**src/hdl/wsd_pkg.sv**
```systemverilog
`timescale 1ns / 1ps
// ----------------------------------------------------------------------------
// wsd_pkg: shared types and constants for the windowed debounce core
// Register indexes, reset values and the window control bundle that the
// top level hands to every sensor lane.
// ----------------------------------------------------------------------------
package wsd_pkg;

  localparam int CFG_WIDTH = 8;
  localparam int CFG_INDEX_WIDTH = 1;
  localparam int WINDOW_WIDTH = 8;

  localparam logic [CFG_INDEX_WIDTH-1:0] REG_WINDOW_LENGTH  = 1'd0;
  localparam logic [CFG_INDEX_WIDTH-1:0] REG_HIGH_THRESHOLD = 1'd1;

  localparam logic [CFG_WIDTH-1:0] WINDOW_LENGTH_RESET  = 8'd25;
  localparam logic [CFG_WIDTH-1:0] HIGH_THRESHOLD_RESET = 8'd20;

  // take: a sample transaction is accepted this cycle
  // gather: window still open, so the sample is counted; else evaluate
  typedef struct packed {
    logic take;
    logic gather;
  } win_ctrl_t;

endpackage

```
**src/hdl/wsd_lane.sv**
```systemverilog
`timescale 1ns / 1ps
// ----------------------------------------------------------------------------
// wsd_lane: one sensor's high-sample counter
// Saturating count of high samples in the current window, cleared on
// evaluation, with the threshold compare for the qualified level.
// ----------------------------------------------------------------------------
module wsd_lane #(
  parameter int COUNT_WIDTH = 8
) (
  input  logic                           clk,
  input  logic                           rst,
  input  wsd_pkg::win_ctrl_t             ctrl,
  input  logic                           sample,
  input  logic [wsd_pkg::CFG_WIDTH-1:0]  high_threshold,
  output logic                           level
);

  localparam int CMP_WIDTH =
    (COUNT_WIDTH > wsd_pkg::CFG_WIDTH) ? COUNT_WIDTH : wsd_pkg::CFG_WIDTH;
  localparam logic [COUNT_WIDTH-1:0] COUNT_MAX = {COUNT_WIDTH{1'b1}};

  logic [COUNT_WIDTH-1:0] count;
  logic [COUNT_WIDTH-1:0] count_next;

  always_comb begin
    count_next = count;
    if (ctrl.take) begin
      if (!ctrl.gather) begin
        count_next = '0;
      end else if (sample && (count != COUNT_MAX)) begin
        count_next = count + COUNT_WIDTH'(1);
      end
    end
  end

  always_ff @(posedge clk) begin
    if (rst) begin
      count <= '0;
    end else begin
      count <= count_next;
    end
  end

  // level reflects the count gathered so far; used on the evaluating tick
  assign level = CMP_WIDTH'(count) >= CMP_WIDTH'(high_threshold);

endmodule

```
**src/hdl/windowed_sample_count_debounce_core.sv**
```systemverilog
`timescale 1ns / 1ps
// ----------------------------------------------------------------------------
// windowed_sample_count_debounce_core: windowed debounce of sensor lines
// Counts high samples per sensor over a configurable window, then qualifies
// each sensor against a threshold and starts a new window.
// ----------------------------------------------------------------------------
// Usage:
//  - Input channel (in_valid / in_stall, sample_bits): one transaction per
//    tick, bit i is the raw level of sensor i.
//  - Output channel (out_valid / out_stall, sensor_state, updated): exactly
//    one transaction per input transaction, in order.
//  - While the window count is below window_length a sample is counted; the
//    next transaction ignores its sample, evaluates all sensors against
//    high_threshold, reports updated = 1 and clears the counters.
//  - The result register holds the outcome the cycle after acceptance.
//    Throughput is one transaction per cycle unless the receiver stalls,
//    set by the single result register between the lanes and the output.
//  - When the receiver stalls a held result, in_stall rises in the same
//    cycle; a result taken frees the register for a new sample at once.
//  - Reset (rst, synchronous) clears counters, window count, qualified
//    levels and out_valid, and restores window_length = 25 and
//    high_threshold = 20.
//  - Configuration (cfg_write, cfg_index, cfg_data) is taken on any cycle
//    with cfg_write high; write it only while the core is idle.
// ----------------------------------------------------------------------------
module windowed_sample_count_debounce_core #(
  parameter int NUM_SENSORS = 5,
  parameter int COUNT_WIDTH = 8
) (
  input  logic                                 clk,
  input  logic                                 rst,
  // sample channel
  input  logic                                 in_valid,
  output logic                                 in_stall,
  input  logic [NUM_SENSORS-1:0]               sample_bits,
  // result channel
  output logic                                 out_valid,
  input  logic                                 out_stall,
  output logic [NUM_SENSORS-1:0]               sensor_state,
  output logic                                 updated,
  // configuration
  input  logic                                 cfg_write,
  input  logic [wsd_pkg::CFG_INDEX_WIDTH-1:0]  cfg_index,
  input  logic [wsd_pkg::CFG_WIDTH-1:0]        cfg_data
);

  // configuration registers
  logic [wsd_pkg::CFG_WIDTH-1:0] window_length;
  logic [wsd_pkg::CFG_WIDTH-1:0] high_threshold;

  // window state
  logic [wsd_pkg::WINDOW_WIDTH-1:0] window_count;
  logic [wsd_pkg::WINDOW_WIDTH-1:0] window_count_next;
  logic [NUM_SENSORS-1:0]           qualified_levels;
  logic [NUM_SENSORS-1:0]           qualified_levels_next;
  logic [NUM_SENSORS-1:0]           lane_levels;

  wsd_pkg::win_ctrl_t ctrl;
  logic               take;

  // the result register is free when empty or being drained this cycle
  assign in_stall = out_valid && out_stall;
  assign take     = in_valid && !in_stall;

  assign ctrl.take   = take;
  assign ctrl.gather = window_count < window_length;

  always_ff @(posedge clk) begin
    if (rst) begin
      window_length  <= wsd_pkg::WINDOW_LENGTH_RESET;
      high_threshold <= wsd_pkg::HIGH_THRESHOLD_RESET;
    end else if (cfg_write) begin
      case (cfg_index)
        wsd_pkg::REG_WINDOW_LENGTH:  window_length  <= cfg_data;
        wsd_pkg::REG_HIGH_THRESHOLD: high_threshold <= cfg_data;
        default: ;
      endcase
    end
  end

  // one counter lane per sensor
  for (genvar i = 0; i < NUM_SENSORS; i++) begin : g_lane
    wsd_lane #(
      .COUNT_WIDTH (COUNT_WIDTH)
    ) u_lane (
      .clk            (clk),
      .rst            (rst),
      .ctrl           (ctrl),
      .sample         (sample_bits[i]),
      .high_threshold (high_threshold),
      .level          (lane_levels[i])
    );
  end

  always_comb begin
    window_count_next     = window_count;
    qualified_levels_next = qualified_levels;
    if (take) begin
      if (ctrl.gather) begin
        window_count_next = window_count + wsd_pkg::WINDOW_WIDTH'(1);
      end else begin
        // evaluating tick: sample ignored, window restarts
        window_count_next     = '0;
        qualified_levels_next = lane_levels;
      end
    end
  end

  always_ff @(posedge clk) begin
    if (rst) begin
      window_count     <= '0;
      qualified_levels <= '0;
    end else begin
      window_count     <= window_count_next;
      qualified_levels <= qualified_levels_next;
    end
  end

  // result register
  always_ff @(posedge clk) begin
    if (rst) begin
      out_valid <= 1'b0;
    end else if (take) begin
      out_valid <= 1'b1;
    end else if (!out_stall) begin
      out_valid <= 1'b0;
    end
  end

  always_ff @(posedge clk) begin
    if (take) begin
      sensor_state <= qualified_levels_next;
      updated      <= !ctrl.gather;
    end
  end

endmodule

```
**config.mk**
```make
export PLATFORM = sky130hd
export DESIGN_NAME = windowed_sample_count_debounce_core
export DESIGN_NICKNAME = d
export VERILOG_FILES = /design/src/hdl/wsd_pkg.sv /design/src/hdl/wsd_lane.sv /design/src/hdl/windowed_sample_count_debounce_core.sv
export SDC_FILE = /design/constraint.sdc
export NUM_CORES = 1
export LEC_CHECK = 0
export BUFFER_PORTS_ARGS = -buffer_cell sky130_fd_sc_hd__clkbuf_2
export CORE_MARGIN = 5
export CORE_UTILIZATION = 30
export CTS_CLUSTER_DIAMETER = 100
export DETAILED_ROUTE_END_ITERATION = 8
export SKIP_CTS_REPAIR_TIMING = 1
export SYNTH_ARGS = -nofsm -noshare
export SYNTH_HDL_FRONTEND = slang
export SYNTH_SLANG_ARGS = --single-unit
```
**constraint.sdc**
```tcl
create_clock -name clk -period 2 [get_ports clk]
set_input_delay 0.2 -clock clk [delete_from_list [all_inputs] [get_ports clk]]
set_output_delay 0.2 -clock clk [all_outputs]
set_load 0.05 [all_outputs]
```
==> results of run 1 <==
==> area by class of cell <==
type | count | area, µm²
inverter | 27 | 104
sequential | 76 | 1590
tap | 184 | 230
fill | 1399 | 8570
clock buffer | 13 | 292
multi-input combinational | 381 | 2880
timing repair buffer | 81 | 658
clock inverter | 3 | 40.0
==> routing by layer <==
| metal | share of wire [%] | routed length (µm) |
|---|---|---|
| met2 | 49 | 5780 |
| met5 | 0 | 0 |
| met3 | 4.3 | 513 |
| met1 | 44 | 5250 |
| met4 | 2.6 | 308 |
==> power groups by stage <==
stage / combinational [mW] / clock [mW] / sequential, mW
4_1_cts: 0.395 / 1.81 / 1.59
6_report: 0.450 / 1.78 / 1.60
2_1_floorplan: 0.192 / 0 / 1.65
3_5_place_dp: 0.392 / 0 / 1.63
5_1_grt: 0.496 / 1.88 / 1.60
3_3_place_gp: 0.381 / 0 / 1.63
==> kinds of logic after synthesis <==
group | after synthesis
and+or+nand+nor | 192
AOI/OAI and AO/OA | 113
DFF | 76
adders and majority gates | 53
buffers and inverters | 46
xor gates and xnor gates | 23
==> through the flow <==
step | instance area [µm²] | util [%] | total power [mW] | hold WS (ns)
2_1_floorplan | 4350 | - | 1.85 | 0.324
3_3_place_gp | 5040 | 35.0 | 2.01 | 0.420
3_5_place_dp | 5040 | 35.0 | 2.02 | 0.440
4_1_cts | 5370 | 37.4 | 3.79 | 0.0857
5_1_grt | 5790 | 40.3 | 3.97 | 0.0944
6_report | 5790 | 40.3 | 3.82 | 0.0935
==> flip-flops by register name (all words and copies together) (netlist names) <==
signal and count:
updated 1, window_count 8, g_lane.u_lane.count 40, sensor_state 5
qualified_levels 5, high_threshold 8, out_valid 1, window_length 8
==> final timing paths <==
path | to | slack [ns] | cells past startpoint
max | g_lane[0].u_lane.count[1]$_SDFFE_PP0P_ | -0.07 | 9
min | high_threshold[3]$_SDFFE_PP0P_ | 0.09 | 3
max reg2reg | g_lane[0].u_lane.count[1]$_SDFFE_PP0P_ | -0.07 | 9
min reg2reg | window_length[6]$_SDFFE_PP0P_ | 0.45 | 2
==> synth_stat cells (2+ instances only) <==
| cell type | n | area (µm²) |
|---|---|---|
| a211oi_1 | 10 | 75.1 |
| a21o_1 | 5 | 37.5 |
| a21oi_1 | 45 | 225 |
| a31oi_1 | 10 | 62.6 |
| and2_1 | 5 | 31.3 |
| and3_1 | 11 | 68.8 |
| and4_1 | 2 | 17.5 |
| buf_1 | 2 | 7.51 |
| buf_2 | 3 | 15.0 |
| clkbuf_1 | 13 | 48.8 |
| dfxtp_1 | 70 | 1400 |
| edfxtp_1 | 6 | 180 |
| ha_1 | 53 | 663 |
| inv_1 | 24 | 90.1 |
| inv_2 | 2 | 7.51 |
| nand2_1 | 51 | 191 |
| nand2b_1 | 2 | 12.5 |
| nand3_1 | 36 | 180 |
| nand4_1 | 7 | 43.8 |
| nor2_1 | 36 | 135 |
| nor2b_1 | 2 | 12.5 |
| nor3_1 | 14 | 70.1 |
| nor3b_1 | 2 | 15.0 |
| nor4b_1 | 7 | 61.3 |
| o2111ai_1 | 11 | 96.3 |
| o211ai_1 | 13 | 97.6 |
| o21a_1 | 3 | 22.5 |
| o21ai_0 | 3 | 15.0 |
| o21ai_1 | 2 | 10.0 |
| o31ai_1 | 3 | 22.5 |
| or3_1 | 5 | 31.3 |
| or3b_2 | 5 | 43.8 |
| or4_1 | 3 | 22.5 |
| xnor2_1 | 11 | 96.3 |
| xor2_1 | 12 | 105 |
==> critical path, delay by kind of cell (launching register included) <==
family          cells  cell delay [ns]
compound gates      4             0.76
simple gates        1             0.36
flops               1             0.33
buf+inv             3             0.32
fa+ha+maj           1             0.23
==> results by stage, run 1 <==
Status:
- The run finished, with violations left.
- The checks that failed: negative setup slack.

Setup path:
- For the worst setup path, the data required time is 2.27 ns.
- The critical path start-end classification is flop to flop.
- The slowest library cell on the worst path is or3_4.
- The launch point of the critical path is window_length[5]$_SDFFE_PP0P_.
- In this run the critical register-to-register path is launched from window_length[5]$_SDFFE_PP0P_.
- Along the worst path, the maximum fanout reaches 6.
- Data on the critical path arrives at its endpoint at 2.34 ns.
- In this design, the stage delay of the slowest critical-path cell is approximately 0.36 ns.
- The type of destination of the critical path is a flop.
- The startpoint class of the critical path is a flop.
- Traced cell by cell, the critical path runs through inv_2 -> ha_4 -> a211o_1 -> a21oi_2 -> o31a_1 -> inv_2 -> buf_6 -> or3_4 -> a21oi_2.

Timing:
- The final number of max-transition violations is 0.
- Derived from the worst setup path, the maximum achievable clock frequency is 0.483 GHz.
- Setup total negative slack on the finished layout was measured at -0.213 ns.
- The post-route minimum period is 2.07 ns.
- In the finished design, the share of the clock period the worst path needs comes to 104%.
- The maximum clock skew at final layout is 0.00980 ns.
- The worst pin sits at a relative slew slack of 53.6%.
- The transition time at the pin with the least slew margin is between 0.6 and 0.7 ns.
- Setup violations remaining at the end of the flow were counted as 7.
- Setup repair after global routing could not meet its margin everywhere.
- The number of hold violations in the final report is 0.
- The smallest setup slack after layout is -0.0709 ns.

Pwr:
- The clock network power share is between 40% and 50%.
- The net switching power figure is 0.926 mW.
- In this run the power density over the cells is 660 nW/µm².
- The worst vdd rail ir drop is 0.000338 V.
- The static leakage is ~2.3 nW.
- The cell-internal power is 2.90 mW.
- The sequential group share of total power is between 40% and 50%.
- Combinational logic is responsible for a little under an eighth of the overall power.
- Of the total power, the share spent switching nets is 24.2%.

Die:
- After floorplanning, the core was sized to cover 14,400 µm².
- The I/O pin count is 27.
- The initial utilization of the core area, before any placement, comes to 30.2%.
- The die is about 130 µm wide.
- The overall die height is around 130 µm.
- The floorplan has 44 rows.
- The die footprint is 17,000 µm².

Route:
- The routed wire length per instance is 15.5 µm.
- Dividing the detail-routed via count by the number of cells gives 5.30.
- The residual antenna-violating net count after detailed routing is 0.
- The detailed-routing iteration count for the pre-antenna-repair pass is 4.
- Wires add up to 11,800 µm.
- The DRC violation count after routing is 0.
- The routed layout has a little over 4,000 vias.
- For this block, the initial DRC count from the detailed router was 177.

Global routing:
- The global-route met2 utilization is 23.4%.
- The overflow left after global routing is 0.
- The wire length of the first global-routing pass is 18,700 µm.
- The most used routing layer in global routing is met2.
- Across every metal layer, demand over resource in global routing totals ~14%.
- Entering global routing, the biggest net connects 39 pins.
- For met3 alone, demand over resource in global routing was under 10%.
- The routing usage on met1 is 17.2%.
- The number of antenna violations at the first check in global routing is 0.
- The number of global-route vias before repair is 3,915.

Place:
- The count of buffers added on input and output ports is 26.
- After legalization and detailed placement, the total HPWL measured between 7000 and 8000 µm.
- The placer's final routability congestion estimate is 0.804.
- The worst slack after detailed placement is -0.170 ns.
- Counting tap cells, the placed design contains a total of 738 instances.

Clock network:
- Clock-pin slew was measured on the worst setup and hold paths at 0.06 ns.
- Clock tree synthesis selected as its root buffer the cell clkbuf_16.
- The CTS sink count is 76.
- CTS built an H-tree with a depth of 3.
- The number of buffers between clock root and the deepest sink is 2.
- The later pin in the worst-skew pair is clocked with a latency of ~0.34 ns.
- The CTS tree is yes.
- The clock buffer count from CTS is 9.

Synth:
- The count of cell types in the netlist is 49.
- The number of synthesized register bits is 76.
- In this run, synthesis inferred 6 flip-flops with an integrated enable.
- The post-synthesis compound-gate area fraction is 17.1%.
- The cell area after synthesis is 4350 µm².
- The basic-gate share of the synthesized area counting and, or, nand and nor cells is between 20% and 30%.
- The share of synthesized area spent on multiplexers is 0%.
- The share of synthesized cell area in full adder, half adder and majority cells is 15.3%.
- The cell count after synthesis came out at 503.
- For this run, the number of Yosys warnings is 0.
- For this run, asynchronously set or reset flops after synthesis account for 0%.
- The largest family of logic cells by synthesized area is simple AND/OR/NAND/NOR gates.
- In this run the mean area of a mapped cell was 8.64 µm².
- The part of the Yosys area used for sequential elements is 36.4%.
- The number of nets handed over by synthesis was 575.
- The xor/xnor cell area share of the yosys netlist is 4.64%.
- For this run, the leading register cell type out of synthesis is dfxtp_1.

Cells and area:
- The number of inserted diodes is 0.
- Once layout is complete, the cells apart from fillers number between 700 and 800.
- The proportion of layout cells with a drive suffix above 1 is 27.5%.
- In the layout the commonest cells are 60 x dfxtp_1, 51 x nand2_1, 44 x ha_1.
- The signed area change from the synthesized netlist to the final layout is 33.3%.
- Leaving out fill and tap cells, the most frequent cell in the layout is dfxtp_1.
- The post-layout net count is 648.

Run:
- The max-cap violation count is 0.

Hold path:
- The type of the worst min-delay path is input port to flop.
- The startpoint identified for the worst hold timing path is cfg_data[3].
(Power assumes the default switching activity.)
==> run 2, diff against run 1 <==
Settings changed: CELL_PAD_IN_SITES_DETAIL_PLACEMENT set to 1, CELL_PAD_IN_SITES_GLOBAL_PLACEMENT set to 1, PLACE_DENSITY_LB_ADDON set to 0.1.
==> run 2 against run 1 <==
Effect of this change: the run still ends with negative setup slack left; die area unchanged; power down 0.99%; clock skew down 0.0041 ns; via count down 1.7%; final cell count up 0.13%; sequential power about the same; core utilization down 0.44 points; critical path depth down 2; maximum frequency up 1.0%; worst setup slack better by 0.020 ns; critical path type unchanged; largest cell class unchanged.
==> results by stage, run 2 (same netlist as run 1, synthesis figures left out) <==
Status:
- The run finished, with violations left.
- The final reports fail on negative setup slack.

Global routing:
- The overflow left after global routing is 0.
- Across every metal layer, demand over resource in global routing totals 17.0%.
- Entering global routing, the biggest net connects 39 pins.
- After global routing, the most crowded layer is met2.
- The number of global-route vias before repair is 4,247.
- Global routing used 4.42% of the available met3 tracks.
- For this run, global-route usage on met2 was measured as 29.0%.
- The number of antenna violations at the first check in global routing is 0.
- The wire length of the first global-routing pass is roughly 22,000 µm.
- The routing usage on met1 is a little over a fifth.

Timing:
- The number of hold violations in the final report came to 0.
- The transition time at the pin with the least slew margin is 0.675 ns.
- The smallest setup slack after layout is -0.0504 ns.
- The clock arrives with 0.00573 ns of skew.
- Setup total negative slack on the finished layout was measured at -0.216 ns.
- The worst-case headroom to the max-slew limit is a little over half.
- Based on the critical path, the design can be clocked at up to 0.488 GHz.
- The final number of max-transition violations came to 0.
- The final period utilization is 103%.
- The post-route minimum period is 2.05 ns.
- Setup repair after global routing could not meet its margin everywhere.
- Setup violations remaining at the end of the flow were counted as 7.

Cells and area:
- In the layout the commonest cells are 61 x dfxtp_1, 51 x nand2_1, 48 x ha_1.
- The layout has 1,657 filler cells.
- The post-route cell area is 5730 µm².
- The library cell used most frequently in the layout, excluding fill and tap cells, is dfxtp_1.
- The register with the most flip-flops in the layout has 40 of them.
- The signed area change from the synthesized netlist to the final layout is 31.9%.
- The post-layout net count is ~650.
- The number of antenna diodes in the final layout is 0.
- The filler-free cell count of the finished design is between 700 and 800.
- In the final layout, the share of cells above drive strength 1 is a little over a quarter.
- The register with the most flip-flops is g_lane.u_lane.count.

Pwr:
- The static leakage is 2.33 nW.
- After layout, the design draws a total of between 3 and 4 mW.
- For this design the ratio of total power to cell area is ~660 nW/µm².
- The worst-case IR drop observed on VDD is 0.000403 V.

Route:
- Dividing the detail-routed wire length by the instance count gives about 18 µm.
- The via count of the routed design is 3,987.
- The detailed-routing iteration count for the pre-antenna-repair pass is 4.
- The residual antenna-violating net count after detailed routing is 0.
- In this run, the number of DRC markers left after iteration 0 of detailed routing was 197.
- The DRC violation count after routing is 0.
- Dividing the detail-routed via count by the number of cells gives 5.20.
- The final layout contains routed wiring with a total length of between 10,000 and 15,000 µm.

Run:
- The max-cap violation count is 0.

Place:
- The total of buffers placed on input and output ports is 26.
- After detailed placement, the total cell area comes to 5100 µm².
- The placer's final routability congestion estimate is 0.785.
- Counting tap cells, the placed design contains a total of 745 instances.
- The wire-length estimate of the detail-placed layout is 9720 µm.
- The worst slack after detailed placement is -0.141 ns.

Clock network:
- The H-tree generated during clock tree synthesis spans 3 levels.
- The clock reaches the later pin of the worst-skew pair after 0.34 ns.
- TritonCTS built the clock tree.
- The tree is rooted in a clkbuf_16.
- The longest clock path from root to sink contains 2 buffers.
- TritonCTS created 9 clock buffers.
- The CTS sink count is 76.
- Clock-pin slew was measured on the worst setup and hold paths at 0.06 ns.

Die:
- The width of the die is about 130 µm.
- Pin placement for this block handled 27 I/O pins.
- The initial utilization of the core area, before any placement, comes to between 30% and 40%.
- The die footprint is about 17,000 µm².
- The number of rows created at floorplan is 44.
- The core footprint is 14,400 µm².
- The overall die height is between 100 and 150 µm.

Setup path:
- The critical path start-end classification is flop to flop.
- The signal on the critical path passes through ha_4 -> nand4_1 -> o31a_1 -> buf_6 -> clkbuf_16 -> nor4b_4 -> nor2_1.
- The type of destination of the critical path is a flop.
- The required time at the endpoint of the critical path is 2.09 ns.
- STA classifies the critical path startpoint as a flop.
- The worst register-to-register path has a setup slack of -0.05 ns.
- The largest fanout on the critical path is 5.
- At the worst endpoint, the arrival time is 2.14 ns.
- The largest single stage delay on the critical path is 0.36 ns.
- The largest individual stage delay along the critical path comes from the cell dfxtp_1.

Hold path:
- The type of the worst min-delay path is input port to flop.
## run 2: cell types whose count changed in the layout (fill, tap and decap cells not counted), sizes merged
| cell | previous run | this run |
|---|---|---|
| buf | 54 | 55 |
| clkinv | 3 | 4 |
| clkbuf | 40 | 39 |
## run 2: path summary, 6_finish.rpt
| kind | from | to | cells after the start |
|---|---|---|---|
| max | window_count[6]$_SDFFE_PP0P_ | sensor_state[1]$_DFFE_PP_ | 7 |
| min | in_valid | out_valid$_SDFFE_PP0P_ | 2 |
| max reg2reg | window_count[6]$_SDFFE_PP0P_ | sensor_state[1]$_DFFE_PP_ | 7 |
| min reg2reg | high_threshold[6]$_SDFFE_PP0P_ | high_threshold[6]$_SDFFE_PP0P_ | 2 |
## run 2: area by class of cell
cell class                 count  area, µm²  area share (%)
multi-input combinational    381       2810            49.0
tap                          184        230            4.02
inverter                      27        101            1.77
clock buffer                  12        268            4.67
clock inverter                 4       45.0           0.786
timing repair buffer          82        686            12.0
sequential                    76       1590            27.8
## run 2: through the flow
step | util [%] | hold slack, ns
after floorplan | - | 0.324
after global placement | 35.5 | 0.421
after detailed placement | 35.5 | 0.436
after CTS | 37.7 | 0.0678
after global routing | 39.9 | 0.0679
final | 39.9 | 0.0813
## run 2: metal layers
metal  share of wire [%]  vias to the layer above
met5                   0                        -
met2                  50                       41
met3                 2.8                       15
met1                  46                     1942
li1                    -                     1989
met4                 1.6                        0
## run 2: power by group
part / leakage (nW) / switching [mW] / internal [mW]
clock: 0.157 / 0.669 / 1.07
combinational: 1.54 / 0.271 / 0.178
sequential: 0.631 / 0.0240 / 1.57
## run 2: worst max-delay path, delay by kind of cell, from the launching register on
kind	cells	cell delay, ns
flip-flops	1	0.36
adder cells (fa/ha/maj)	1	0.29
AND/OR/NAND/NOR	3	0.49
AO/OA/AOI/OAI	1	0.35
buffers and inverters	2	0.31
